### config.mk
export PLATFORM = sky130hd
export DESIGN_NAME = probabilistic_suboscillator_unit
export DESIGN_NICKNAME = d
export VERILOG_FILES = /design/src/rtl/pso_pkg.sv /design/src/rtl/probabilistic_suboscillator_unit.sv /design/src/rtl/pso_div.sv
export VERILOG_INCLUDE_DIRS = /design/src /design/src/rtl
export SDC_FILE = /design/constraint.sdc
export NUM_CORES = 1
export LEC_CHECK = 0
export BUFFER_PORTS_ARGS = -buffer_cell sky130_fd_sc_hd__buf_2
export CORE_MARGIN = 4
export CORE_UTILIZATION = 55
export CTS_BUF_LIST = sky130_fd_sc_hd__clkbuf_16
export CTS_CLUSTER_DIAMETER = 50
export DETAILED_ROUTE_END_ITERATION = 8
export PLACE_DENSITY = 0.8
export SYNTH_ARGS = -nofsm -noshare
export SYNTH_HDL_FRONTEND = slang
export SYNTH_SLANG_ARGS = --single-unit
### constraint.sdc
create_clock -name clk -period 5.85 [get_ports clk]
set_clock_uncertainty 0.15 [all_clocks]
set_input_delay 0.2925 -clock clk [delete_from_list [all_inputs] [get_ports clk]]
set_output_delay 0.2925 -clock clk [all_outputs]
set_load 0.1 [all_outputs]
### src/rtl/assert_macros.svh
// Assertion macros shared by the suboscillator RTL.
`ifndef ASSERT_MACROS_SVH
`define ASSERT_MACROS_SVH
`ifndef SYNTH
// Property checked on every clock edge outside reset.
`define AST_DIS(lbl, clk, rst_n, prop) \
	lbl: assert property (@(posedge clk) disable iff (!rst_n) prop) \
		else $error("assertion failed");
// Property checked on every clock edge, reset included.
`define AST_ALL(lbl, clk, prop) \
	lbl: assert property (@(posedge clk) prop) else $error("assertion failed");
`else
`define AST_DIS(lbl, clk, rst_n, prop)
`define AST_ALL(lbl, clk, prop)
`endif
`endif

### src/rtl/pso_pkg.sv
// Shared types and constants of the probabilistic suboscillator.
package pso_pkg;

	// Register and field widths
	localparam int SUB_W   = 9;
	localparam int PROB_W  = 17;
	localparam int SR_W    = 18;
	localparam int DRAW_W  = 16;
	localparam int LEVEL_W = 16;
	localparam int FREQ_W  = 18;
	localparam int CFG_W   = 18;
	localparam int CFG_IDX_W = 2;

	// Parameter defaults
	localparam int PHASE_BITS_DEF = 16;
	localparam int COUNT_BITS_DEF = 24;
	localparam int MAX_STEPS_DEF  = 256;

	// Register reset values
	localparam logic [SUB_W-1:0]  SUB_RST  = 9'd2;
	localparam logic [PROB_W-1:0] PROB_RST = 17'd65536;
	localparam logic [SR_W-1:0]   SR_RST   = 18'd48000;

	// Level in Q15: fraction bits and saturation limits
	localparam int LVL_FRAC = 15;
	localparam logic [LEVEL_W-1:0] LVL_MAX = 16'h7FFF;
	localparam logic [LEVEL_W-1:0] LVL_MIN = 16'h8000;

	// Output stream packing
	localparam int OUT_TDATA_W = ((LEVEL_W + FREQ_W + 1 + 7) / 8) * 8;

	// Divider step counter
	localparam int DIV_STEP_W = 5;

	// Register indexes
	typedef enum logic [CFG_IDX_W-1:0] {
		CFG_SUBDIV = 2'd0,
		CFG_PROB   = 2'd1,
		CFG_RATE   = 2'd2
	} cfg_idx_t;

	// Request to the serial divider
	typedef struct packed {
		logic                  start;
		logic [DIV_STEP_W-1:0] steps;
	} div_ctl_t;

endpackage

### src/rtl/probabilistic_suboscillator_unit.sv
// Top level of the probabilistic suboscillator.
//
// Input stream s_*: one request per sample carrying a phasor phase and a
// random draw. Output stream m_*: one result per request with the stepped
// level (Q15), the held frequency in hertz and a flag for an index step.
// Configuration: cfg_we writes cfg_wdata to register cfg_index (0 step
// count, 1 step probability, 2 sample rate); other indexes are ignored.
//
// Work runs through one bit-serial divider, one bit per cycle. A sample
// without a step passes through a level set-up state and the 15-bit level
// division, which is skipped when the level saturates. A step first adds
// the index modulo pass of log2(MAX_STEPS)+1 bits; a return of the index to
// zero then adds the 18-bit frequency division.
// One request is in work at a time; s_tready is high only while idle, so the
// next request can be taken from the cycle after the result is loaded.
// A finished result waits in the output register; the next request is
// accepted meanwhile, and its result waits in the block while m_tready
// stays low. Reset clears the state and the registers to their defaults.
`include "assert_macros.svh"
module probabilistic_suboscillator_unit #(
	parameter int PHASE_BITS = pso_pkg::PHASE_BITS_DEF,
	parameter int COUNT_BITS = pso_pkg::COUNT_BITS_DEF,
	parameter int MAX_STEPS  = pso_pkg::MAX_STEPS_DEF
) (
	input  logic clk,
	input  logic arst_n,
	// phase_in [PHASE_BITS-1:0], random_draw [PHASE_BITS+15:PHASE_BITS], zero fill
	input  logic [((PHASE_BITS + pso_pkg::DRAW_W + 7) / 8) * 8 - 1:0] s_tdata,
	input  logic s_tvalid,
	output logic s_tready,
	// level [15:0], frequency [33:16], stepped [34], zero fill
	output logic [pso_pkg::OUT_TDATA_W-1:0] m_tdata,
	output logic m_tvalid,
	input  logic m_tready,
	input  logic cfg_we,
	input  logic [pso_pkg::CFG_IDX_W-1:0] cfg_index,
	input  logic [pso_pkg::CFG_W-1:0] cfg_wdata
);

	localparam int S_W    = pso_pkg::SUB_W;
	localparam int IDX_W  = $clog2(MAX_STEPS);
	localparam int SMAX_I = (MAX_STEPS < (1 << S_W) - 1) ? MAX_STEPS : (1 << S_W) - 1;
	localparam int NUM_A  = (pso_pkg::SR_W > IDX_W + 1) ? pso_pkg::SR_W : IDX_W + 1;
	localparam int NUM_W  = (NUM_A > pso_pkg::LVL_FRAC) ? NUM_A : pso_pkg::LVL_FRAC;
	localparam int DEN_W  = (COUNT_BITS > S_W) ? COUNT_BITS : S_W;
	localparam int LW     = ((IDX_W + 1 > S_W) ? IDX_W + 1 : S_W) + 1;
	localparam int OUT_PAD = pso_pkg::OUT_TDATA_W - pso_pkg::LEVEL_W - pso_pkg::FREQ_W - 1;

	typedef enum logic [5:0] {
		ST_IDLE = 6'b000001,
		ST_MOD  = 6'b000010,
		ST_FRQ  = 6'b000100,
		ST_LSET = 6'b001000,
		ST_LVL  = 6'b010000,
		ST_OUT  = 6'b100000
	} state_t;

	state_t state_q;

	logic [pso_pkg::SUB_W-1:0]   sub_q;
	logic [pso_pkg::PROB_W-1:0]  prob_q;
	logic [pso_pkg::SR_W-1:0]    rate_q;
	logic [PHASE_BITS-1:0]       prev_q;
	logic [IDX_W-1:0]            idx_q;
	logic [COUNT_BITS-1:0]       count_q;
	logic [pso_pkg::FREQ_W-1:0]  freq_q;
	logic [S_W-1:0]              s_eff_q;
	logic                        stepped_q;
	logic                        neg_q;
	logic [pso_pkg::LEVEL_W-1:0] level_q;
	logic                        m_tvalid_q;
	logic [pso_pkg::LEVEL_W-1:0] m_level_q;
	logic [pso_pkg::FREQ_W-1:0]  m_freq_q;
	logic                        m_step_q;

	logic [PHASE_BITS-1:0]       phase_w;
	logic [pso_pkg::DRAW_W-1:0]  draw_w;
	logic                        accept;
	logic                        do_step;
	logic [S_W-1:0]              s_clamp;
	logic [IDX_W:0]              idx_p1;
	logic [IDX_W-1:0]            idx_new;
	logic [S_W-1:0]              d_w;
	logic [LW-1:0]               diff_w;
	logic [LW-1:0]               mag_w;
	logic                        neg_w;
	logic                        sat_w;
	logic [pso_pkg::LVL_FRAC:0]  q_w;
	logic                        out_load;

	pso_pkg::div_ctl_t div_ctl;
	logic [NUM_W-1:0]  div_num;
	logic [DEN_W-1:0]  div_den;
	logic [DEN_W-1:0]  div_rinit;
	logic              div_done;
	logic [NUM_W-1:0]  div_quo;
	logic [DEN_W-1:0]  div_rem;

	assign phase_w = s_tdata[PHASE_BITS-1:0];
	assign draw_w  = s_tdata[PHASE_BITS +: pso_pkg::DRAW_W];
	assign s_tready = (state_q == ST_IDLE);
	assign accept   = s_tvalid && s_tready;
	// draw is at most 65535, so a probability of one (65536) or above always steps on a phase wrap
	assign do_step  = (phase_w < prev_q) && ({1'b0, draw_w} < prob_q);
	assign idx_p1   = {1'b0, idx_q} + 1'b1;
	assign idx_new  = div_rem[IDX_W-1:0];

	// step count clamped to [2, MAX_STEPS], and to 511 at most
	always_comb begin
		if (sub_q < S_W'(2)) begin
			s_clamp = S_W'(2);
		end else if (sub_q > S_W'(SMAX_I)) begin
			s_clamp = S_W'(SMAX_I);
		end else begin
			s_clamp = sub_q;
		end
	end

	// level numerator 2*idx-(S-1), split into sign and magnitude
	assign d_w    = s_eff_q - 1'b1;
	assign diff_w = LW'({idx_q, 1'b0}) - LW'(d_w);
	assign neg_w  = diff_w[LW-1];
	assign mag_w  = neg_w ? (~diff_w + 1'b1) : diff_w;
	assign sat_w  = (mag_w >= LW'(d_w));
	assign q_w    = {1'b0, div_quo[pso_pkg::LVL_FRAC-1:0]};

	// divider requests: index modulo, frequency, level fraction
	always_comb begin
		div_ctl   = '0;
		div_num   = '0;
		div_den   = '0;
		div_rinit = '0;
		case (state_q)
			ST_IDLE: begin
				if (accept && do_step) begin
					div_ctl.start = 1'b1;
					div_ctl.steps = pso_pkg::DIV_STEP_W'(IDX_W + 1);
					div_num = NUM_W'(idx_p1) << (NUM_W - IDX_W - 1);
					div_den = DEN_W'(s_clamp);
				end
			end
			ST_MOD: begin
				if (div_done && idx_new == '0) begin
					div_ctl.start = 1'b1;
					div_ctl.steps = pso_pkg::DIV_STEP_W'(pso_pkg::SR_W);
					div_num = NUM_W'(rate_q) << (NUM_W - pso_pkg::SR_W);
					div_den = (count_q == '0) ? DEN_W'(1) : DEN_W'(count_q);
				end
			end
			ST_LSET: begin
				if (!sat_w) begin
					div_ctl.start = 1'b1;
					div_ctl.steps = pso_pkg::DIV_STEP_W'(pso_pkg::LVL_FRAC);
					div_den   = DEN_W'(d_w);
					div_rinit = DEN_W'(mag_w);
				end
			end
			default: begin
			end
		endcase
	end

	pso_div #(
		.NUM_W(NUM_W),
		.DEN_W(DEN_W)
	) u_div (
		.clk(clk),
		.arst_n(arst_n),
		.ctl(div_ctl),
		.num(div_num),
		.den(div_den),
		.rem_init(div_rinit),
		.done(div_done),
		.quo(div_quo),
		.rem(div_rem)
	);

	// configuration registers
	always_ff @(posedge clk or negedge arst_n) begin
		if (!arst_n) begin
			sub_q  <= pso_pkg::SUB_RST;
			prob_q <= pso_pkg::PROB_RST;
			rate_q <= pso_pkg::SR_RST;
		end else if (cfg_we) begin
			case (pso_pkg::cfg_idx_t'(cfg_index))
				pso_pkg::CFG_SUBDIV: sub_q  <= cfg_wdata[pso_pkg::SUB_W-1:0];
				pso_pkg::CFG_PROB:   prob_q <= cfg_wdata[pso_pkg::PROB_W-1:0];
				pso_pkg::CFG_RATE:   rate_q <= cfg_wdata[pso_pkg::SR_W-1:0];
				default: begin
				end
			endcase
		end
	end

	assign out_load = (state_q == ST_OUT) && (!m_tvalid_q || m_tready);

	// sequencer and oscillator state
	always_ff @(posedge clk or negedge arst_n) begin
		if (!arst_n) begin
			state_q   <= ST_IDLE;
			prev_q    <= '0;
			idx_q     <= IDX_W'(1);
			count_q   <= '0;
			freq_q    <= '0;
			stepped_q <= 1'b0;
		end else begin
			case (state_q)
				ST_IDLE: begin
					if (accept) begin
						prev_q    <= phase_w;
						stepped_q <= do_step;
						state_q   <= do_step ? ST_MOD : ST_LSET;
					end
				end
				ST_MOD: begin
					if (div_done) begin
						idx_q   <= idx_new;
						state_q <= (idx_new == '0) ? ST_FRQ : ST_LSET;
					end
				end
				ST_FRQ: begin
					if (div_done) begin
						freq_q  <= div_quo[pso_pkg::FREQ_W-1:0];
						count_q <= '0;
						state_q <= ST_LSET;
					end
				end
				ST_LSET: begin
					if (count_q != '1) begin
						count_q <= count_q + 1'b1;
					end
					state_q <= sat_w ? ST_OUT : ST_LVL;
				end
				ST_LVL: begin
					if (div_done) begin
						state_q <= ST_OUT;
					end
				end
				ST_OUT: begin
					if (out_load) begin
						state_q <= ST_IDLE;
					end
				end
				default: state_q <= ST_IDLE;
			endcase
		end
	end

	// per-request working values
	always_ff @(posedge clk) begin
		if (accept) begin
			s_eff_q <= s_clamp;
		end
		if (state_q == ST_LSET) begin
			neg_q <= neg_w;
			if (sat_w) begin
				level_q <= neg_w ? pso_pkg::LVL_MIN : pso_pkg::LVL_MAX;
			end
		end
		if (state_q == ST_LVL && div_done) begin
			level_q <= neg_q ? pso_pkg::LEVEL_W'(~q_w + 1'b1) : pso_pkg::LEVEL_W'(q_w);
		end
	end

	// output register
	always_ff @(posedge clk or negedge arst_n) begin
		if (!arst_n) begin
			m_tvalid_q <= 1'b0;
		end else if (out_load) begin
			m_tvalid_q <= 1'b1;
		end else if (m_tready) begin
			m_tvalid_q <= 1'b0;
		end
	end

	always_ff @(posedge clk) begin
		if (out_load) begin
			m_level_q <= level_q;
			m_freq_q  <= freq_q;
			m_step_q  <= stepped_q;
		end
	end

	assign m_tvalid = m_tvalid_q;
	assign m_tdata  = {{OUT_PAD{1'b0}}, m_step_q, m_freq_q, m_level_q};

	`AST_DIS(a_idx_range, clk, arst_n, (32'(idx_q) < 32'(MAX_STEPS)))
	`AST_DIS(a_freq_restart, clk, arst_n, !$stable(freq_q) |-> (count_q == '0))
	`AST_DIS(a_div_owner, clk, arst_n,
		div_done |-> (state_q == ST_MOD || state_q == ST_FRQ || state_q == ST_LVL))

endmodule

### src/rtl/pso_div.sv
// Bit-serial restoring divider, one quotient bit per cycle.
`include "assert_macros.svh"
module pso_div #(
	parameter int NUM_W = 18,
	parameter int DEN_W = 24
) (
	input  logic               clk,
	input  logic               arst_n,
	input  pso_pkg::div_ctl_t  ctl,
	input  logic [NUM_W-1:0]   num,      // dividend, taken from the top bit down
	input  logic [DEN_W-1:0]   den,
	input  logic [DEN_W-1:0]   rem_init, // partial remainder at start, below den
	output logic               done,
	output logic [NUM_W-1:0]   quo,      // quotient in the low ctl.steps bits
	output logic [DEN_W-1:0]   rem
);

	logic [pso_pkg::DIV_STEP_W-1:0] cnt_q;
	logic                           done_q;
	logic [NUM_W-1:0]               num_q;
	logic [DEN_W-1:0]               den_q;
	logic [DEN_W-1:0]               rem_q;
	logic [DEN_W:0]                 trial;
	logic [DEN_W:0]                 diff;
	logic                           ge;
	logic                           busy;

	assign busy  = (cnt_q != '0);
	assign trial = {rem_q, num_q[NUM_W-1]};
	assign diff  = trial - {1'b0, den_q};
	assign ge    = (trial >= {1'b0, den_q});

	// step counter and completion pulse
	always_ff @(posedge clk or negedge arst_n) begin
		if (!arst_n) begin
			cnt_q  <= '0;
			done_q <= 1'b0;
		end else begin
			done_q <= (cnt_q == pso_pkg::DIV_STEP_W'(1));
			if (ctl.start) begin
				cnt_q <= ctl.steps;
			end else if (busy) begin
				cnt_q <= cnt_q - 1'b1;
			end
		end
	end

	// remainder and dividend/quotient shift register
	always_ff @(posedge clk) begin
		if (ctl.start) begin
			num_q <= num;
			den_q <= den;
			rem_q <= rem_init;
		end else if (busy) begin
			rem_q <= ge ? diff[DEN_W-1:0] : trial[DEN_W-1:0];
			num_q <= {num_q[NUM_W-2:0], ge};
		end
	end

	assign done = done_q;
	assign quo  = num_q;
	assign rem  = rem_q;

	`AST_DIS(a_rem_below_den, clk, arst_n, busy |-> (rem_q < den_q))
	`AST_DIS(a_done_idle, clk, arst_n, done_q |-> !busy)
	`AST_DIS(a_no_restart, clk, arst_n, ctl.start |-> !busy)

endmodule
* After elaboration in Yosys (flattened, before gate mapping)
Cells that the tools add are included.
** Word-level totals
- Register bits :: 251
- Latch bits :: 0
- RAM bits :: 0
- ROM bits :: 0
- Input bits :: 57
- Output and inout bits :: 42
- Logic and storage cells :: 122
- Memories :: 0
** Cells by class
- Add/subtract/negate cells :: 8
- Multipliers :: 0
- Div/mod/pow operators :: 0
- Magnitude comparators :: 6
- Equal/unequal tests :: 16
- Shift-type cells :: 0
- Muxes and demuxes :: 43
- Bitwise operators :: 2
- Reduce and logical (&&, ||, !) cells :: 26
** Operator list (number)
- 2-to-1 mux 24 bit :: 7
- 2-to-1 mux 16 bit :: 5
- 2-to-1 mux 18 bit :: 4
- one-hot mux 24 bit (3 select lines) :: 1
- 2-to-1 mux 6 bit :: 9
- one-hot mux 24 bit (2 select lines) :: 1
- 2-to-1 mux 9 bit :: 4
- one-hot mux 18 bit (2 select lines) :: 1
- one-hot mux 6 bit (6 select lines) :: 1
- 2-to-1 mux 10 bit :: 3
- >= comparator 25 x 24 -> 1 bit :: 1
- adder 24 x 1 -> 24 bit (second input constant) :: 1
- zero test 24 bit :: 1
- != test 24 bit (second input constant) :: 1
- subtractor 24 bit :: 1
- one-hot mux 6 bit (3 select lines) :: 1
- less-than comparator 16 x 17 -> 1 bit :: 1
- adder 16 x 1 -> 16 bit (second input constant) :: 1
- less-than comparator 16 bit :: 1
- inverter 15 -> 16 bit :: 1
- AND reduction 2 bit :: 7
- adder 10 x 1 -> 10 bit (second input constant) :: 1
- >= comparator 10 x 9 -> 1 bit :: 1
- 2-to-1 mux 5 bit :: 2
- other kinds (29) :: 44

* Logic depth before layout (Yosys ltp)
Gate-level depths: netlist of run 1.
- Depth after elaboration :: 9
- Depth in mapped cells :: 26
- Gate-level depth less buffers :: 22

* By module
From an unflattened synthesis of run 1, not the netlist that was laid out.
** Second synthesis, totals
- Cells, all modules :: 1323
- Area, all modules :: 14020.9 um2
** By module, submodules not included
- probabilistic_suboscillator_unit :: instances 1, cells each 931, area an instance 9620.5 um2, seq. area each 4798.4 um2
- pso_div :: instances 1, cells each 392, area an instance 4400.5 um2, seq. area each 2132.0 um2

* Worst setup path after synthesis of run 1
No wires, ideal clock.
- Kind :: reg-to-reg
- From :: reg s_eff_q[4]
- To :: reg u_div.num_q[0], in the netlist u_div.quo[0], enable pin
- Data arrival time :: 5244 ps
- Required time :: 5293 ps
- Path slack :: 50 ps
- Cell stages (with the launch flop) :: 24
- Period minus slack after synthesis :: 5800 ps
- Cells stage by stage :: edfxtp_1 > buf_6 > or3_1 > buf_2 > nor2_1 > nand2_1 > nor3_1 > xnor2_1 > ha_1 > nand3_1 > or3_4 > o31ai_4 > nor2_1 > xnor2_1 > ha_1 > a21o_1 > a21o_1 > a21oi_1 > nand2_1 > a41oi_1 > o21ai_2 > and2_1 > buf_6 > nand3_1
** On the way
- Longest elaborated chain between the ends :: 9
** Ends and longest elaborated chain
- start: declaration :: line probabilistic_suboscillator_unit.sv:67 : logic [S_W-1:0] s_eff_q;
- start signal: assignment :: line probabilistic_suboscillator_unit.sv:252 : s_eff_q <= s_clamp;
- subtractor 9 x 1 -> 9 bit * :: line probabilistic_suboscillator_unit.sv:120 : assign d_w = s_eff_q - 1'b1;
- subtractor 9 x 9 -> 10 bit :: line probabilistic_suboscillator_unit.sv:121 : assign diff_w = LW'({idx_q, 1'b0}) - LW'(d_w);
- inverter 10 bit :: line probabilistic_suboscillator_unit.sv:123 : assign mag_w = neg_w ? (~diff_w + 1'b1) : diff_w;
- adder 10 x 1 -> 10 bit :: line probabilistic_suboscillator_unit.sv:123
- 2-to-1 mux 10 bit :: line probabilistic_suboscillator_unit.sv:123
- >= comparator 10 x 9 -> 1 bit * :: line probabilistic_suboscillator_unit.sv:124 : assign sat_w = (mag_w >= LW'(d_w));
- 2-to-1 mux 6 bit * :: line probabilistic_suboscillator_unit.sv:151 : if (!sat_w) begin
- one-hot mux 6 bit (3 select lines) * :: line probabilistic_suboscillator_unit.sv:133 : case (state_q)
- nonzero test 2 bit (no source line) *
- end signal: assignment :: line pso_div.sv:51 : num_q <= num;
- end signal: assignment :: line pso_div.sv:56 : num_q <= {num_q[NUM_W-2:0], ge};
- end: declaration :: line pso_div.sv:20 : logic [NUM_W-1:0] num_q;
Mark *: on every way between the ends. The rest lies on a longest branch, timed or not.
A chain may end at the register's enable or synchronous reset.

* Final worst setup path of run 1
- From :: reg s_eff_q[4]
- To :: reg u_div.rem_q[19], in the netlist u_div.rem[19], enable pin
** On the way
- Longest elaborated chain between the ends :: 9
** Ends and longest elaborated chain
- subtractor 9 x 1 -> 9 bit * :: line probabilistic_suboscillator_unit.sv:120
- subtractor 9 x 9 -> 10 bit :: line probabilistic_suboscillator_unit.sv:121
- inverter 10 bit :: line probabilistic_suboscillator_unit.sv:123
- adder 10 x 1 -> 10 bit :: line probabilistic_suboscillator_unit.sv:123
- 2-to-1 mux 10 bit :: line probabilistic_suboscillator_unit.sv:123
- >= comparator 10 x 9 -> 1 bit * :: line probabilistic_suboscillator_unit.sv:124
- 2-to-1 mux 6 bit * :: line probabilistic_suboscillator_unit.sv:151
- one-hot mux 6 bit (3 select lines) * :: line probabilistic_suboscillator_unit.sv:133
- nonzero test 2 bit (no source line) *
- end signal: assignment :: line pso_div.sv:53 : rem_q <= rem_init;
- end signal: assignment :: line pso_div.sv:55 : rem_q <= ge ? diff[DEN_W-1:0] : trial[DEN_W-1:0];
- end: declaration :: line pso_div.sv:22 : logic [DEN_W-1:0] rem_q;
Marks and branches as above.

==> results of run 1 <==
==> worst min path at each step <==
stage	endpoint	cells after the start
3_5_place_dp	prev_q[10]	1
3_3_place_gp	prev_q[9]	1
6_report	sub_q[5]	4
5_1_grt	sub_q[6]	4
2_1_floorplan	count_q[0]	0
4_1_cts	sub_q[5]	4
==> cell usage in the layout, fill, tap and decap left out, drive strengths merged, types with 6 or more instances in the layout <==
cell	n
nand2	128
edfxtp	127
dfrtp	113
buf	105
nor2	99
inv	99
ha	77
o21ai	74
mux2	58
a21oi	50
xnor2	47
dlygate4sd3	38
a21o	32
xor2	32
clkbuf	31
nand3	25
nor3	23
and2	22
nor2b	16
mux2i	14
nand2b	14
nor4	14
nand4	14
o21a	13
clkinv	12
dfstp	11
a22oi	10
and3	10
o211ai	9
or3	9
or2	8
nand3b	7
a22o	7
a31oi	7
a211oi	6
nor3b	6
==> routing by layer <==
| metal | vias to the layer above | track usage, % | part of all wire [%] |
|---|---|---|---|
| met5 | - | 0 | 0 |
| met4 | 0 | 6.420 | 2.5 |
| met3 | 65 | 2.785 | 6.2 |
| met2 | 322 | 38.48 | 48 |
| met1 | 4859 | 31.59 | 43 |
| li1 | 4846 | - | - |
==> synthesized netlist by cell type, drive strengths merged, types with 5 or more instances <==
master,n,share of area (%)
a211oi,6,0.33
a21o,32,1.8
a21oi,50,1.8
a221o,5,0.36
a22o,7,0.45
a22oi,10,0.55
a31oi,7,0.36
and2,22,1.0
and3,10,0.46
buf,17,0.88
clkbuf,30,0.82
dfrtp,113,21
dfstp,11,2.1
edfxtp,127,28
ha,77,7.0
inv,90,2.5
mux2,58,4.8
mux2i,14,1.0
nand2,128,3.5
nand2b,14,0.64
nand3,25,0.95
nand3b,7,0.38
nand4,14,0.64
nor2,99,2.7
nor2b,16,0.73
nor3,23,0.84
nor3b,6,0.36
nor4,14,0.64
o211ai,9,0.49
o21a,13,0.71
o21ai,74,2.7
o31ai,5,0.37
or2,8,0.36
or3,9,0.48
or4,5,0.27
xnor2,47,3.0
xor2,32,2.0
==> report_power, final <==
part | total [mW] | switching (mW) | internal, mW
Combinational | 3.73 | 2.15 | 1.57
Sequential | 2.86 | 0.405 | 2.45
Clock | 1.79 | 0.764 | 1.03
Total | 8.38 | 3.32 | 5.06
==> sequential cells by signal (all words and copies together), names as in the netlist <==
name	flops
count_q	24
freq_q	18
idx_q	8
level_q	16
m_freq_q	18
m_level_q	16
m_step_q	1
m_tvalid	1
neg_q	1
prev_q	16
prob_q	17
rate_q	18
s_eff_q	9
state_q	6
stepped_q	1
sub_q	9
u_div.cnt_q	5
u_div.den_q	24
u_div.done	1
u_div.quo	18
u_div.rem	24
==> logic make-up (layout without fill, tap and decap cells) <==
family / count (synthesis) / after routing / synth area share (%)
adder cells (fa/ha/maj): 79 / 79 / 7.242
flip-flops: 251 / 251 / 50.52
AO/OA/AOI/OAI: 254 / 254 / 12.24
multiplexers: 72 / 72 / 5.783
XOR/XNOR: 81 / 81 / 5.372
buffers and inverters: 137 / 289 / 4.205
other: 1 / 5 / 0.02734
AND/OR/NAND/NOR: 410 / 410 / 14.61
==> layout make-up <==
cell class                      instances  area, um^2
Fill cell                            1817        8567
Sequential cell                       251        6930
Multi-Input combinational cell        901        6276
Timing Repair Buffer                  143       942.2
Clock buffer                           31       775.7
Tap cell                              324       405.4
Inverter                               90       350.3
Clock inverter                         25       215.2
==> timing repair <==
action                                 4_1_cts  5_1_grt
gates resized for setup                      0        6
setup endpoints to repair                    0       92
endpoints found under the hold margin      117        0
hold buffers                                38        0
setup buffers                                0        2
==> metrics by stage <==
stage	total power [mW]	setup slack, ns	hold WS (ns)
final	8.377	0.3603	0.1428
after global routing	8.974	0.0008211	0.1391
after CTS	8.347	0.1335	0.1199
after global placement	6.379	0.3220	0.2313
after detailed placement	6.484	0.1380	0.2264
after floorplan	5.612	0.04956	-0.1531
==> worst register-to-register path: stages, from the launching register on <==
cell and delay [ns]:
edfxtp_1 0.50, or3_1 0.52, nor2_1 0.14, nand2_1 0.09, nor3_1 0.19, xnor2_1 0.15, ha_1 0.38, nand3_1 0.12
or3_4 0.36, o31ai_4 0.28, nor2_1 0.09, xnor2_1 0.23, ha_1 0.29, a21o_1 0.18, a21o_1 0.17, a21oi_1 0.20
nand2_1 0.08, a41oi_1 0.20, o21ai_2 0.09, and2_1 0.31, nand3_2 0.17, buf_6 0.27
==> flow_summary.toml, run 1 <==
[drt]
antenna_left = 0
drc_errors = 0
wl_per_cell_um = 18.04
routed_wl_um = 31840
first_iter_violations = 878
dr.pass1.iters = 5
vias = 10090
viasPerCell = 5.718

[critical_path]
critPathCaptureType = "register"
reg2reg_to = "u_div.rem[19]"
crit_start = "s_eff_q[4]"
reg2reg_from = "s_eff_q[4]"
r2r_cells = 21
regToRegSetupSlack_ns = 0.36
path_delay_family = "simple AND/OR/NAND/NOR gates"
path_max_fanout = 25
cp_num_buf_inv = 1
arrival_ns = 5.57
cpPeakStageDelay_ns = 0.52
crit_chain = "or3_1 > nor2_1 > nand2_1 > nor3_1 > xnor2_1 > ha_1 > nand3_1 > or3_4 > o31ai_4 > nor2_1 > xnor2_1 > ha_1 > a21o_1 > a21o_1 > a21oi_1 > nand2_1 > a41oi_1 > o21ai_2 > and2_1 > nand3_2 > buf_6"
critPathCapture = "u_div.rem[19]"
slowest_stage = "or3_1"
path_class = "register to register"
start_kind = "register"
required_ns = 5.93
path_depth = 21

[clock_network]
cts.clk_slew.worst_paths_ns = 0.06
cts_buffer_depth = 3
htree_levels = 1
cts_tree = "built"
clock_tree.root_cell = "clkbuf_16"
cts_sinks = 251
cts_buffers = 30
clock_latency_ns = 0.57

[place]
postPlaceCellArea_mm2 = 0.01449
place.gp.congestion = 0.9623
hpwl_um = 22820
dp_cells = 1669
portBuffers = 93

[synthesis]
yosys_most_used_dff = "edfxtp_1"
syn_area_mm2 = 0.01372
ys_warn_count = 0
avgSynthCellArea_um2 = 10.68
synth_edf_count = 127
syn_inst = 1285
yosys_register_bits = 251
ys_seq_area_share_pct = 50.52
ys_types = 78
synthArstFlopShare_pct = 49.40

[grt]
antenna_found_initial = 0
grt_remaining_overflow = 0
grt_use_total_pct = 22.87
grt_pass1_wl_um = 52340
grt_pass1_vias = 10080
grt_max_degree = 70

[floorplan]
coreArea_mm2 = 0.02446
die_y_um = 165.9
fp-row-count = 57
start_util_pct = 56.08
ios = 99
dieArea_mm2 = 0.02753
die_w_um = 165.9

[sta]
final_max_slew_viol_count = 0
tightest_slew_ns = 1.069
rsz0062_at_grt = "no"
post-route-period-util_pct = 93.84
max_freq_mhz = 182.2
hold_violations = 0
setup_tns_ns = 0
slew_headroom_pct = 28.56
setup_viol = 0
min_period_ns = 5.490

[cells_and_area]
area_delta_synth_final_pct = 15.87
drive_gt1_share_pct = 17.63
layout.nets = 1552
fin_util_pct = 64.98
diodes = 0
layout.cells.non_filler = 1765
final_area_mm2 = 0.01590

[run_status]
status = "finished, final reports clean"

[power]
p_leak_nw = 6.952
powerDensity_mw_per_mm2 = 527.0
max-vdd-ir-drop_mv = 0.3728

[flow_run]
max_cap_violations = 0

[hold_path]
hold_path.startpoint = "cfg_index[0]"
hold_class = "primary input to register"
Note: power is estimated with default switching activity, not from simulation.
==> run 2, diff against run 1 <==
- BUFFER_PORTS_ARGS: -buffer_cell sky130_fd_sc_hd__buf_2 -> -buffer_cell sky130_fd_sc_hd__buf_4
- CTS_CLUSTER_DIAMETER: 50 -> 200
- RECOVER_POWER: default -> 100
==> run 2 against run 1 <==
Effect of this change:
- the flow now finishes with violations (max-capacitance violations, max-slew violations)
- highest routed layer unchanged
- critical endpoint is now u_div.rem[4]
- hold slack improved by 0.055 ns
- routed wire length decreased by 0.40%
- flip-flop and latch count unchanged
- clock power decreased by 5%
==> flow_summary.toml, run 2 (synthesized netlist as in run 1, its figures left out) <==
[power]
power_frac_seq_pct = 34.6
max-vdd-ir-drop_mv = 0.3505
intPower_mw = 5.026
p_total_mw = 8.282
p_comb_share_pct = 44.9
clkPwrFrac_pct = 20.6
switchingPower_mw = 3.256
powerDensity_mw_per_mm2 = 522.1
p_leak_nw = 6.844
switching_share_pct = 39.32

[place]
dp_worst_setup_slack_ns = 0.2181
postPlaceCellArea_mm2 = 0.01473
portBuffers = 93
place.gp.congestion = 0.9210
hpwl_um = 22840

[sta]
hold_violations = 0
fin_ws_ns = 0.3452
post-route-period-util_pct = 94.10
slew_headroom_pct = -116.6
min_period_ns = 5.505
setup_tns_ns = 0
max_freq_mhz = 181.7
setup_viol = 0
tightest_slew_ns = 3.249
final_max_slew_viol_count = 237

[grt]
antenna_found_initial = 1
grt_pass1_vias = 9885
grt_pass1_wl_um = 51840
grt_max_degree = 64
grt_remaining_overflow = 0
grt_use_total_pct = 22.67

[cells_and_area]
layout.nets = 1552
final_area_mm2 = 0.01586
diodes = 0
mostFrequentLayoutCells = "nand2_1, edfxtp_1, dfrtp_1"
area_delta_synth_final_pct = 15.64
drive_gt1_share_pct = 14.12
fin_util_pct = 64.85
final_common_cell = "nand2_1"

[critical_path]
start_kind = "register"
path_class = "register to register"
required_ns = 6.00
path_max_fanout = 23
arrival_ns = 5.65
critPathCaptureType = "register"

[floorplan]
die_w_um = 165.9
die_y_um = 165.9
start_util_pct = 56.08
ios = 99
dieArea_mm2 = 0.02753
coreArea_mm2 = 0.02446
fp-row-count = 57

[drt]
wl_per_cell_um = 18.00
vias = 9999
dr.pass1.iters = 5
first_iter_violations = 720
drc_errors = 0
routed_wl_um = 31710
antenna_left = 0
viasPerCell = 5.675

[clock_network]
clock_tree.root_cell = "clkbuf_16"
cts_buffers = 27
cts_sinks = 251
clock_latency_ns = 0.54
cts.clk_slew.worst_paths_ns = 0.07
cts_tree = "built"
htree_levels = 1
cts_buffer_depth = 3

[run_status]
violations = "max-capacitance violations, max-slew violations"
status = "complete, but fails checks"

[flow_run]
max_cap_violations = 5

[hold_path]
hold_class = "primary input to register"
-- run 2: cell types whose count changed in the layout (fill, tap and decap cells not counted), sizes merged --
cell	delta
buf	-44
bufinv	+2
clkbuf	+43
inv	-1
clkinv	-2
clkinvlp	-1
-- run 2: layer usage --
layer,vias up,track usage [%],routed length (um)
li1,4837,-,-
met1,4852,31.27,13630
met2,266,37.96,15470
met3,44,3.975,2047
met4,0,5.022,565
met5,-,0,0
-- run 2: area by class of cell --
| cell class | instances | area, um^2 |
|---|---|---|
| fill | 1871 | 8598 |
| sequential | 251 | 6930 |
| clock inverter | 23 | 222.7 |
| tap | 324 | 405.4 |
| multi-input combinational | 901 | 6259 |
| clock buffer | 27 | 675.6 |
| timing repair buffer | 146 | 1021 |
| inverter | 90 | 350.3 |
-- run 2: worst paths after layout --
path	from	end	slack (ns)	cells after the start
min in group asynchronous	arst_n	prev_q[9]	1.22	2
worst min-delay path	cfg_index[0]	sub_q[4]	0.20	4
worst max register to register	s_eff_q[4]	u_div.rem[4]	0.35	21
max in group asynchronous	arst_n	freq_q[11]	1.44	3
worst max-delay path	s_eff_q[4]	u_div.rem[4]	0.35	21
worst min register to register	level_q[4]	m_level_q[4]	0.27	0
-- run 2: metrics by stage --
step | hold WS [ns] | instances
2_1_floorplan | -0.1531 | 1289
3_3_place_gp | 0.2542 | 1670
3_5_place_dp | 0.2545 | 1670
4_1_cts | 0.1358 | 1758
5_1_grt | 0.2015 | 1762
6_report | 0.1980 | 1762
-- run 2: timing repair --
action | 4_1_cts | 5_1_grt
gates resized for setup | 0 | 6
setup buffers | 0 | 4
endpoints found under the setup margin | 0 | 92
hold endpoints to repair | 120 | 0
hold buffers | 38 | 0
-- run 2: power groups by stage --
stage | clock network [mW] | logic, mW | registers (mW)
final | 1.70 | 3.72 | 2.86
after floorplan | 0 | 2.84 | 2.77
after global placement | 0 | 3.57 | 2.86
after CTS | 1.73 | 3.69 | 2.85
after global routing | 1.83 | 4.15 | 2.90
after detailed placement | 0 | 3.63 | 2.88
-- run 2: critical path, cell delays in order, from the launching register on --
cell	delay, ns
edfxtp_1	0.50
or3_1	0.53
nor2_1	0.15
nand2_1	0.09
nor3_1	0.18
xnor2_1	0.16
ha_1	0.37
nand3_1	0.11
or3_4	0.36
o31ai_4	0.32
nor2_1	0.10
xnor2_1	0.21
ha_1	0.29
a21o_1	0.18
a21o_1	0.16
a21oi_1	0.20
nand2_1	0.07
a41oi_1	0.21
o21ai_2	0.09
clkbuf_2	0.35
and3_1	0.27
a31o_2	0.20
==> run 3, diff against run 2 <==
- CORE_ASPECT_RATIO: default -> 1.75
- GPL_ROUTABILITY_DRIVEN: default -> 0
==> run 3 against run 2 <==
Effect of this change:
- the run still ends with max-capacitance violations, max-slew violations left
- sequential power about the same
- hold slack improved by 0.069 ns
- sequential share of layout area increased by 0.37 points
- final cell count decreased by 1.3%
- non-clock buffer count decreased by 3
- flip-flop and latch count unchanged
- routed wire length increased by 5.4%
- total power decreased by 0.55%
==> flow_summary.toml, run 3 (synthesized netlist as in run 1, its figures left out) <==
[grt]
grt_remaining_overflow = 0
grt_use_total_pct = 24.28
grt_pass1_wl_um = 53770
grt_pass1_vias = 10620
antenna_found_initial = 0
grt_max_degree = 73

[cells_and_area]
area_delta_synth_final_pct = 14.68
seq_area_mm2 = 0.006930
fillers = 1874
mostFrequentLayoutCells = "nand2_1, edfxtp_1, dfrtp_1"
final_area_mm2 = 0.01573
final_common_cell = "nand2_1"
diodes = 0
layout.nets = 1545
fin_util_pct = 63.87
drive_gt1_share_pct = 13.52
layout.cells.non_filler = 1739
multi_input_area_mm2 = 0.006254

[run_status]
status = "complete, but fails checks"
violations = "max-capacitance violations, max-slew violations"

[drt]
dr_wl_met3_um = 1919
routed_wl_um = 33420
dr_wl_met2_um = 17740
dr.pass1.iters = 5
first_iter_violations = 792
wl_met1_um = 11800
antenna_left = 0
wl_per_cell_um = 19.22
vias = 10340
viasPerCell = 5.947
top_layer_used = "met4"
drc_errors = 0

[floorplan]
die_w_um = 127.4
start_util_pct = 55.70
fp-row-count = 76
dieArea_mm2 = 0.02763
die_y_um = 216.9
coreArea_mm2 = 0.02463
ios = 99

[critical_path]
reg2reg_to = "u_div.den_q[8]"
r2r_cells = 19
reg2reg_from = "s_eff_q[0]"
path_max_fanout = 23
start_kind = "register"
required_ns = 5.96
path_class = "register to register"
arrival_ns = 5.76
regToRegSetupSlack_ns = 0.20
critPathCaptureType = "register"

[sta]
setup_viol = 0
max_freq_mhz = 176.9
final_max_slew_viol_count = 240
slew_headroom_pct = -129.3
rsz0062_at_grt = "no"
tightest_slew_ns = 3.439
whs_ns = 0.2672
min_period_ns = 5.654
hold_violations = 0
post-route-period-util_pct = 96.65
setup_tns_ns = 0

[clock_network]
cts.clk_slew.worst_paths_ns = 0.07
cts_buffer_depth = 3
clock_tree.root_cell = "clkbuf_16"
htree_levels = 1
cts_tree = "built"
cts_sinks = 251
clock_latency_ns = 0.55
cts_buffers = 23

[place]
postPlaceCellArea_mm2 = 0.01471
dp_cells = 1657
hpwl_um = 24410
portBuffers = 93

[flow_run]
max_cap_violations = 5

[hold_path]
hold_path.startpoint = "level_q[11]"
hold_end = "m_level_q[11]"
hold_path_depth = 0
hold_class = "register to register"

[power]
powerDensity_mw_per_mm2 = 523.6
p_leak_nw = 6.757
max-vdd-ir-drop_mv = 0.5110
[run 3: power breakdown]
group	switching, mW	internal, mW	leakage [nW]
Clock	0.700	0.911	0.383
Combinational	2.21	1.57	3.57
Sequential	0.394	2.45	2.81
[run 3: worst max path at each step]
stage               start  depth (start not counted)  slack [ns]              to
6_report       s_eff_q[0]                         19        0.20  u_div.den_q[8]
5_1_grt        s_eff_q[4]                         19        0.02      level_q[3]
4_1_cts        s_eff_q[4]                         21        0.15    u_div.quo[9]
3_5_place_dp   s_eff_q[4]                         21        0.23    u_div.quo[9]
3_3_place_gp   s_eff_q[4]                         21        0.43    u_div.quo[9]
2_1_floorplan  s_eff_q[4]                         23        0.05    u_div.quo[0]
[run 3: timing repair]
item | 4_1_cts | 5_1_grt
setup buffers | 0 | 2
hold buffers | 38 | 0
hold endpoints to repair | 115 | 0
endpoints found under the setup margin | 0 | 107
gates resized for setup | 0 | 7
[run 3: stage by stage]
stage                     power (mW)  setup WS [ns]
after floorplan                5.612        0.04956
after global placement         6.408         0.4276
after detailed placement       6.546         0.2261
after CTS                      8.224         0.1502
after global routing           8.779        0.02483
final                          8.237         0.1960
[run 3: final cells by class]
cell class              instances  share of cell area, %
clock buffers                  23                  3.659
clock inverters                19                  1.456
inverters                      90                  2.227
multi-input cells             901                  39.75
flip-flops and latches        251                  44.05
well taps                     312                  2.482
repair buffers                143                  6.371
[run 3: worst max-delay path: stages (launching register included)]
cell and delay [ns]:
edfxtp_1 0.52, inv_1 0.16, ha_1 0.29, xnor2_1 0.30
ha_1 0.37, a21oi_1 0.19, xnor2_1 0.14, or3b_2 0.54
nor3_1 0.28, nor2_1 0.10, xnor2_1 0.22, ha_1 0.29
a21o_1 0.18, a21o_1 0.18, a21oi_1 0.18, nand2_1 0.08
a41oi_1 0.21, o21ai_2 0.09, clkbuf_2 0.34, o21ai_0 0.56
[run 3: routing by layer]
layer  up-vias  GRT usage (%)
met5         -              0
met4         0          13.49
met3       128          3.045
met2       411          43.84
met1      4978          27.31
li1       4824              -
